### src/tlblf_pkg.sv
// Shared types and constants for the fully associative TLB with LRU fill.
// Used by every module in src; depends on nothing else.
package tlblf_pkg;

  localparam int VpnW      = 36;
  localparam int PpnW      = 20;
  localparam int OfsW      = 12;
  localparam int NumLines  = 128;
  // Cells merged by one group register when a request transfers.
  localparam int GroupSize = 32;

  localparam logic ReqTranslate   = 1'b0;
  localparam logic ReqFlush       = 1'b1;
  localparam logic StatusOk       = 1'b0;
  localparam logic StatusWalkFail = 1'b1;

  typedef struct packed {
    logic            req_type;
    logic [VpnW-1:0] virtual_page;
    logic [OfsW-1:0] byte_offset;
    logic [PpnW-1:0] walk_page;
    logic            walk_ok;
  } req_t;

  typedef struct packed {
    logic            hit;
    logic [PpnW-1:0] phys_page;
    logic [OfsW-1:0] offset_out;
    logic            status;
  } rsp_t;

  // Match report of one cell or one group; page is zero where nothing matched.
  typedef struct packed {
    logic            hit;
    logic [PpnW-1:0] page;
  } probe_t;

  // Update command broadcast to the cell row at the end of an item.
  typedef struct packed {
    logic flush;
    logic touch;
    logic fill;
  } upd_t;

endpackage

### src/tlblf_merge.sv
// Group merge register: ORs the match reports of a run of cells and holds
// the result for the update cycle. Depends on tlblf_pkg.
module tlblf_merge #(
  parameter int CELLS  = tlblf_pkg::GroupSize,
  parameter int RANK_W = $clog2(tlblf_pkg::NumLines)
) (
  input  logic                                clk_i,
  input  logic                                en_i,
  input  tlblf_pkg::probe_t [CELLS-1:0]       probe_i,
  input  logic [CELLS-1:0][RANK_W-1:0]        rank_i,
  output tlblf_pkg::probe_t                   probe_o,
  output logic [RANK_W-1:0]                   rank_o
);

  tlblf_pkg::probe_t probe_q, probe_d;
  logic [RANK_W-1:0] rank_q, rank_d;

  // Unmatched cells report zeros, so a plain OR picks the matching line.
  always_comb begin
    probe_d = '0;
    rank_d  = '0;
    for (int c = 0; c < CELLS; c++) begin
      probe_d.hit  = probe_d.hit | probe_i[c].hit;
      probe_d.page = probe_d.page | probe_i[c].page;
      rank_d       = rank_d | rank_i[c];
    end
  end

  always_ff @(posedge clk_i) begin
    if (en_i) begin
      probe_q <= probe_d;
      rank_q  <= rank_d;
    end
  end

  assign probe_o = probe_q;
  assign rank_o  = rank_q;

endmodule

### config.mk
export PLATFORM = sky130hd
export DESIGN_NAME = tlblf_merge
export DESIGN_NICKNAME = d
export VERILOG_FILES = /design/src/tlblf_pkg.sv /design/src/tlblf_merge.sv
export SDC_FILE = /design/constraint.sdc
export NUM_CORES = 1
export LEC_CHECK = 0
export BUFFER_PORTS_ARGS = -buffer_cell sky130_fd_sc_hd__clkbuf_2
export CORE_AREA = 2 2 366 368
export CTS_CLUSTER_SIZE = 28
export DETAILED_ROUTE_END_ITERATION = 16
export DIE_AREA = 0 0 368 370
export GPL_ROUTABILITY_DRIVEN = 0
export SLEW_MARGIN = 20
export SYNTH_ARGS = -nofsm -noshare
export SYNTH_HDL_FRONTEND = slang
export SYNTH_SLANG_ARGS = --single-unit
### constraint.sdc
create_clock -name clk_i -period 1.6 [get_ports clk_i]
set_input_delay 0.32 -clock clk_i [delete_from_list [all_inputs] [get_ports clk_i]]
set_output_delay 0.32 -clock clk_i [all_outputs]
set_load 0.03 [all_outputs]
==> reports/qor.log <==
INFO  sta            worst_slew_margin_rel=47.2%
INFO  global_route   antenna_violations_before_repair=81
INFO  worst_setup_path timing.critical_path.fanout_max=1
INFO  power          power_density=321nW/µm²
INFO  sta            rsz_0062_raised_after_global_routing=yes
INFO  worst_setup_path worst_ep_arrival_time=1.74ns
INFO  detailed_routing route.detailed.wl_per_inst=22.1µm
INFO  power          power.share.sequential=25.1%
INFO  clocking       clock_sink_count=28
INFO  worst_setup_path timing.critical_path.from_type=input port
INFO  sta            finalMaxSlewViolations=0
INFO  global_route   grt_pass1_vias=7991
INFO  cells_and_area syn_to_final_growth=262%
INFO  sta            period_minus_slack=1.64ns
INFO  sta            setup_violations=1
INFO  placed_design  postPlaceCellArea=10400µm²
INFO  global_route   grt_start_max_net_pins=29
INFO  floorplan      placement_rows=134
INFO  floorplan      top_level_ports=926
INFO  flow_run       maxCapViolations=0
INFO  sta            setup_ws_final=-0.0398ns
INFO  global_route   first_pass_grt_wire_length=82400µm
INFO  yosys          post_synthesis_sequential_area_ratio=28.6%
INFO  yosys          post_synth_instance_area=2940µm²
INFO  power          max-vdd-ir-drop=448µV
INFO  clocking       tritoncts=yes
INFO  worst_setup_path worstSetupEndpointType=register
INFO  cells_and_area multi_input_comb_area=2240µm²
INFO  detailed_routing detailedRoute.firstPassIterationCount=5
INFO  power          internal_power=2.12mW
INFO  worst_setup_path critical_path_required=1.70ns
INFO  yosys          cells_after_synth=336
INFO  floorplan      die_y=370µm
INFO  yosys          yosys_register_bits=28
INFO  worst_setup_path critical_path_class=in2reg
INFO  clocking       cts_buffer_depth=2
INFO  cells_and_area layoutNonFillerInstCount=3132
INFO  placed_design  numPortBuffers=925
INFO  cells_and_area layout.area.seq=841µm²
INFO  floorplan      width_of_the_die=368µm
INFO  placed_design  post-dp-hpwl=65700µm
INFO  detailed_routing drc=0
INFO  sta            clock.fmax=610MHz
INFO  clocking       clkSlewWorstSetupHoldPaths=0.13ns
INFO  run_status     violations=negative setup slack
INFO  power          share_comb_of_total_power=50.7%
INFO  yosys          nets_in_the_synthesized_netlist=1234
INFO  sta            timing_hold_violations_final=0
INFO  yosys          synth.largest_area_cell=nor4_1
INFO  cells_and_area final_area=10600µm²
INFO  yosys          synth.top_cell.area_share=41.7%
INFO  cells_and_area filler_cell_count=15575
INFO  sta            timing.final.crit_share=102%
INFO  detailed_routing wl=69300µm
INFO  detailed_routing drtAntennaViolNets=0
INFO  yosys          yosys-top-cells-area=nor4_1 (42%), edfxtp_1 (29%), nand4_1 (12%)
INFO  power          p_leak=4.68nW
INFO  clocking       tritoncts.num_buffers=3
INFO  clocking       cts_root_buf=clkbuf_16
INFO  sta            worst_slew_pin_slew=0.785ns
INFO  worst_hold_path holdPathStages=4
INFO  run_status     run_status=finished with violations
INFO  power          p_switching=1.30mW
INFO  placed_design  dp_slack=-1.08ns
INFO  yosys          synth_cell_types=5
INFO  floorplan      design.die.area=136000µm²
INFO  floorplan      core_region_area=132000µm²
INFO  detailed_routing detailedRoute.firstIterationViolations=577
INFO  power          power.switching_fraction=38.0%
INFO  yosys          synth_warnings=0
INFO  clocking       post_cts_setup_repair_buffer_count=0
INFO  global_route   overflow=0
INFO  clocking       hold_buffer_count_at_cts=0
INFO  yosys          postSynthAreaPerCell=8.76µm²
INFO  power          power_share_of_the_clock_group=24.1%
INFO  cells_and_area nets=2233
INFO  global_route   global_route.usage.total=9.55%
INFO  clocking       htree_num_levels=1
INFO  worst_hold_path min-delay-path-class=in2reg
INFO  cells_and_area share_of_layout_cells_above_drive_strength_1=78.0%
INFO  detailed_routing avgViaCountPerCell=2.68
INFO  floorplan      effective_utilization_at_floorplan=2.22%
INFO  detailed_routing dr_total_vias=8401
INFO  placed_design  post-place-cells=3098
## Yosys cell counts
cell / n
nand4_1: 56
edfxtp_1: 28
nor4_1: 196
or2_1: 28
nor4_2: 28
## stage by stage
| stage | hold WS, ns | TNS [ns] | total power [mW] | util [%] |
|---|---|---|---|---|
| floorplan | 0.432 | 0 | 1.06 | - |
| global placement | 0.678 | -8.38 | 2.57 | 7.79 |
| detailed placement | 0.682 | -6.19 | 2.59 | 7.83 |
| CTS | 0.305 | -0.144 | 3.56 | 7.95 |
| global route | 0.338 | -0.0581 | 3.65 | 8.01 |
| finish | 0.342 | -0.0398 | 3.42 | 8.04 |
## routing by layer
layer | wire length (µm) | GRT usage, %
met1 | 28100 | 11.7
met4 | 1990 | 2.76
met3 | 9190 | 5.10
met5 | 403 | 0
met2 | 29600 | 14.3
## timing repair
item,4_1_cts,5_1_grt
setup endpoints to repair,7,3
gates resized for setup,11,10
pin swaps,8,5
## final cells by class
cell class | instances | area share, %
Antenna cell | 30 | 0.705
Multi-Input combinational cell | 308 | 21.0
Sequential cell | 28 | 7.90
Clock inverter | 1 | 0.0353
Tap cell | 1768 | 20.8
Timing Repair Buffer | 994 | 48.8
Clock buffer | 3 | 0.705
## power by group through the flow
| stage | sequential, mW | combinational (mW) | clock, mW |
|---|---|---|---|
| after global placement | 0.876 | 1.69 | 0 |
| after floorplan | 0.946 | 0.112 | 0 |
| final | 0.858 | 1.73 | 0.824 |
| after detailed placement | 0.875 | 1.72 | 0 |
| after global routing | 0.861 | 1.86 | 0.920 |
| after CTS | 0.860 | 1.75 | 0.956 |
## critical path, cell delays in order
cell	delay (ns)
clkbuf_2	0.11
nor4_1	0.52
nand4_1	0.44
or2_1	0.34
## final timing paths
check | endpoint | slack, ns | start
setup / recovery | probe_o[5] | -0.04 | probe_i[173]
hold / removal | probe_o[13] | 0.34 | probe_i[496]
## cell families (layout without fill, tap and decap cells)
group,Yosys count,after routing,share of synthesized area (%)
simple gates,308,308,71.4
buf+inv,0,998,0
flops,28,28,28.6
other cells,0,30,0
## flip-flops by register name, summed over array words and instances (netlist names)
name     count
rank_o       7
probe_o     21
## cell usage in the layout, fill, tap and decap left out, drive strengths merged
master  netlist  final
clkbuf        0    923
nor4        224    224
buf           0     74
nand4        56     56
diode         0     30
or2          28     28
edfxtp       28     28
clkinv        0      1
Power figures use the tool's default switching activity.
