### src/tlblf_pkg.sv
// Shared types and constants for the fully associative TLB with LRU fill.
// Used by every module in src; depends on nothing else.
package tlblf_pkg;

  localparam int VpnW      = 36;
  localparam int PpnW      = 20;
  localparam int OfsW      = 12;
  localparam int NumLines  = 128;
  // Cells merged by one group register when a request transfers.
  localparam int GroupSize = 32;

  localparam logic ReqTranslate   = 1'b0;
  localparam logic ReqFlush       = 1'b1;
  localparam logic StatusOk       = 1'b0;
  localparam logic StatusWalkFail = 1'b1;

  typedef struct packed {
    logic            req_type;
    logic [VpnW-1:0] virtual_page;
    logic [OfsW-1:0] byte_offset;
    logic [PpnW-1:0] walk_page;
    logic            walk_ok;
  } req_t;

  typedef struct packed {
    logic            hit;
    logic [PpnW-1:0] phys_page;
    logic [OfsW-1:0] offset_out;
    logic            status;
  } rsp_t;

  // Match report of one cell or one group; page is zero where nothing matched.
  typedef struct packed {
    logic            hit;
    logic [PpnW-1:0] page;
  } probe_t;

  // Update command broadcast to the cell row at the end of an item.
  typedef struct packed {
    logic flush;
    logic touch;
    logic fill;
  } upd_t;

endpackage

### src/tlblf_cell.sv
// One TLB line: tag, valid, physical page and its LRU rank (0 = least recent).
// Depends on tlblf_pkg.
module tlblf_cell #(
  parameter int NUM_LINES  = tlblf_pkg::NumLines,
  parameter int RANK_W     = $clog2(tlblf_pkg::NumLines),
  parameter int RESET_RANK = 0
) (
  input  logic                        clk_i,
  input  logic                        rst_ni,
  input  logic [tlblf_pkg::VpnW-1:0]  lookup_vpn_i,
  input  tlblf_pkg::upd_t             upd_i,
  input  logic [RANK_W-1:0]           upd_rank_i,
  input  logic [tlblf_pkg::VpnW-1:0]  fill_vpn_i,
  input  logic [tlblf_pkg::PpnW-1:0]  fill_page_i,
  output tlblf_pkg::probe_t           probe_o,
  output logic [RANK_W-1:0]           rank_o
);

  localparam logic [RANK_W-1:0] LastRank  = RANK_W'(NUM_LINES - 1);
  localparam logic [RANK_W-1:0] ResetRank = RANK_W'(RESET_RANK);

  logic                        valid_q, valid_d;
  logic [RANK_W-1:0]           rank_q, rank_d;
  logic [tlblf_pkg::VpnW-1:0]  tag_q, tag_d;
  logic [tlblf_pkg::PpnW-1:0]  page_q, page_d;
  logic                        match;
  logic                        victim;

  assign match        = valid_q && (tag_q == lookup_vpn_i);
  assign victim       = (rank_q == '0);
  assign probe_o.hit  = match;
  assign probe_o.page = match ? page_q : '0;
  assign rank_o       = match ? rank_q : '0;

  always_comb begin
    valid_d = valid_q;
    rank_d  = rank_q;
    tag_d   = tag_q;
    page_d  = page_q;
    if (upd_i.flush) begin
      valid_d = 1'b0;
    end
    // Touched line goes to most recent; lines above it step down one.
    if (upd_i.touch) begin
      if (rank_q == upd_rank_i) begin
        rank_d = LastRank;
      end else if (rank_q > upd_rank_i) begin
        rank_d = rank_q - 1'b1;
      end
    end
    if (upd_i.fill && victim) begin
      tag_d   = fill_vpn_i;
      page_d  = fill_page_i;
      valid_d = 1'b1;
    end
  end

  always_ff @(posedge clk_i or negedge rst_ni) begin
    if (!rst_ni) begin
      valid_q <= 1'b0;
      rank_q  <= ResetRank;
    end else begin
      valid_q <= valid_d;
      rank_q  <= rank_d;
    end
  end

  always_ff @(posedge clk_i) begin
    tag_q  <= tag_d;
    page_q <= page_d;
  end

endmodule

### config.mk
export PLATFORM = sky130hd
export DESIGN_NAME = tlblf_cell
export DESIGN_NICKNAME = d
export VERILOG_FILES = /design/src/tlblf_pkg.sv /design/src/tlblf_cell.sv
export SDC_FILE = /design/constraint.sdc
export NUM_CORES = 1
export LEC_CHECK = 0
export ABC_AREA = 1
export ABC_CLOCK_PERIOD_IN_PS = 3700
export BUFFER_PORTS_ARGS = -buffer_cell sky130_fd_sc_hd__buf_2
export CORE_ASPECT_RATIO = 0.8
export CORE_MARGIN = 1.5
export CORE_UTILIZATION = 53
export DETAILED_ROUTE_END_ITERATION = 8
export PLACE_DENSITY = 0.95
export SYNTH_ARGS = -nofsm -noshare
export SYNTH_HDL_FRONTEND = slang
export SYNTH_SLANG_ARGS = --single-unit
### constraint.sdc
create_clock -name clk_i -period 3.7 [get_ports clk_i]
set_clock_uncertainty 0.1 [all_clocks]
set_input_delay 0.74 -clock clk_i [delete_from_list [all_inputs] [get_ports clk_i]]
set_output_delay 0.74 -clock clk_i [all_outputs]
set_load 0.02 [all_outputs]
==> flow_metrics.py <==
metrics = {
    "status": {
        "outcome": "finished clean",
    },
    "sta": {
        "drv_slew": 0,
        "layout_min_cycle_time_ns": 3.118,
        "max_freq_mhz": 320.8,
        "tightest_slew_ns": 0.8644,
        "setup-violations-final": 0,
        "post-route-period-util": 0.8426,
        "finalHoldViolCount": 0,
        "max-slew-margin-rel": 0.4229,
        "worst_slack_ns": 0.5825,
        "timing.hold.ws_ns": 0.1419,
        "finalSetupTns_ns": 0,
        "rsz0062_at_grt": "false",
    },
    "synth": {
        "yosys.area.top_type": "edfxtp_1",
        "synth_nets": 477,
        "synth_edf_count": 56,
        "synth.area.top_cells": "edfxtp_1 (49%), nand2_1 (10%), inv_1 (8.9%)",
        "syn_inst": 364,
        "synth-seq-cells": 64,
        "syn-cell-area_mm2": 0.003443,
        "synth.top_cell.area_share": 0.4884,
        "synth_ff_type": "edfxtp_1",
        "synth_cell_types": 29,
        "synth_warnings": 0,
        "yosysSeqAreaShare": 0.5465,
        "avgSynthCellArea_um2": 9.460,
        "async_flop_share": 0.1250,
    },
    "critical_path": {
        "critPathSlowestCell": "nand3_4",
        "required_ns": 2.86,
        "end_kind": "output pin",
        "crit_path_start_kind": "primary input",
        "arrival_ns": 2.28,
        "crit_chain": "buf_2, inv_1, nand2_1, nand2_1, nor2_1, nand2_1, nor2_2, nand3_4, nor3_1, buf_2",
        "slowest_delay_ns": 0.38,
        "crit_path_frequent_cell": "nand2_1",
        "worstSetupPathType": "primary input to output pin",
        "worst-path-max-fanout": 28,
    },
    "detailed_routing": {
        "wl_per_cell_um": 13.14,
        "ant_nets": 0,
        "drc": 0,
        "drt-initial-drc-count": 140,
        "via_per_inst": 4.788,
        "finalWirelength_mm": 7.764,
        "vias": 2830,
        "dr.pass1.iters": 4,
    },
    "global_route": {
        "busiest_layer": "met2",
        "grt_pass1_wl_mm": 11.79,
        "use_met2": 0.4258,
        "use_met1": 0.2294,
        "track_usage": 0.2246,
        "grt_pass1_vias": 2789,
        "grt_max_degree": 40,
        "grt_remaining_overflow": 0,
        "antenna_found_initial": 0,
        "met3_usage": 0.08384,
    },
    "clock_tree": {
        "cts_tree": "yes",
        "cts_root_buf": "clkbuf_8",
        "clk_pin_slew_worst_paths_ns": 0.07,
        "clock_sinks": 64,
        "ctsResizeCount": 0,
        "post_cts_buffers": 0,
        "cts_inserted_buffers": 9,
        "ctsHtreeMaxLevel": 3,
        "clockBufferDepth": 2,
        "cts_hold_buf": 0,
        "clk_latency_ns": 0.33,
    },
    "floorplanning": {
        "num_io_pins": 132,
        "rows": 26,
        "dieArea_mm2": 0.006992,
        "die_y_um": 75.10,
        "dieWidth_um": 93.12,
        "core_area_mm2": 0.006344,
        "start_util": 0.5428,
    },
    "placed_design": {
        "dp_hpwl_mm": 6.050,
        "portBuffers": 131,
        "dp_slack_ns": 0.6363,
        "placed_cell_area_mm2": 0.004159,
        "dp_cells": 575,
        "place.gp.congestion": 0.8782,
    },
    "pwr": {
        "power_leakage_nw": 2.194,
        "ir_drop_mv": 0.3377,
        "p_total_mw": 2.060,
        "powerDensity_mw_per_mm2": 477.7,
    },
    "finish": {
        "final_cells": 591,
        "layout.nets": 615,
        "fin_area_mm2": 0.004313,
        "post-route-util": 0.6799,
        "drive_gt1_frac": 0.3708,
        "syn2layout_area_growth_pct": 25.25,
        "diodes": 0,
    },
    "job": {
        "max-cap-violations": 0,
    },
    "min_path": {
        "min_path_type": "primary input to asynchronous set/reset pin",
    },
}
routing by layer:
metal,up-vias,wire (um),part of all wire
met2,123,4014,0.52
met3,11,669,0.086
li1,1414,-,-
met5,-,0,0
met4,0,111,0.014
met1,1282,2969,0.38
sequential cells by signal, summed over array words and instances, names as in the netlist:
register / cells
rank_q: 7
tag_q: 36
valid_q: 1
page_q: 20
power by group:
part	switching [mW]	internal (mW)	leakage (nW)
logic	0.352	0.214	1.50
registers	0.0760	0.928	0.610
clock network	0.258	0.233	0.0823
total	0.686	1.37	2.19
final timing paths:
check | from | to | slack (ns) | cells past startpoint
setup / recovery | lookup_vpn_i[34] | probe_o[19] | 0.58 | 10
hold / removal | rst_ni | valid_q | 0.14 | 1
setup reg to reg | rank_q[4] | tag_q[34] | 1.23 | 4
hold reg to reg | rank_q[0] | rank_q[0] | 0.44 | 2
max in group asynchronous | rst_ni | rank_q[2] | 3.19 | 1
min in group clk_i | rank_q[0] | rank_q[0] | 0.44 | 2
cells in the mapped netlist (5+ instances only):
cell type	n
nand2_1	92
nor3_1	9
nor2_2	8
inv_1	82
nand3_1	6
nor3_2	19
and3_1	5
o21ai_2	5
o21ai_0	5
ha_1	9
dfrtp_1	8
nor2_1	27
edfxtp_1	56
worst max-delay path, delay by kind of cell:
family / cells / cell delay [ns]
simple gates: 7 / 1.16
buf+inv: 3 / 0.37
cells in the final DEF, fill, tap and decap left out, types with 3 or more instances in the layout:
cell type,n
clkinv_1,3
dfrtp_1,8
nand3_1,6
edfxtp_1,56
nor2_1,27
xnor2_1,3
clkbuf_8,9
o21ai_0,5
o21ai_2,5
xor2_1,4
nor3_2,19
clkinv_2,3
nor2_2,8
nor3_1,9
nand2_2,4
nand2_1,92
buf_2,131
o21ai_1,4
ha_1,9
inv_1,81
a21oi_1,3
and3_1,5
cell families after synthesis:
logic type / count (synthesis) / synth area share
adder cells (fa/ha/maj): 9 / 0.03270
AND/OR/NAND/NOR: 176 / 0.2605
buffers and inverters: 89 / 0.1079
flip-flops: 64 / 0.5465
AO/OA/AOI/OAI: 19 / 0.03452
XOR/XNOR: 7 / 0.01781
layout make-up:
| class | instances | area (um^2) |
|---|---|---|
| fillers | 512 | 2031 |
| flip-flops and latches | 64 | 1882 |
| multi-input cells | 211 | 1190 |
| repair buffers | 133 | 670.6 |
| inverters | 83 | 311.5 |
| clock buffers | 10 | 127.6 |
| well taps | 84 | 105.1 |
| clock inverters | 6 | 26.28 |
Power figures use the tool's default switching activity.
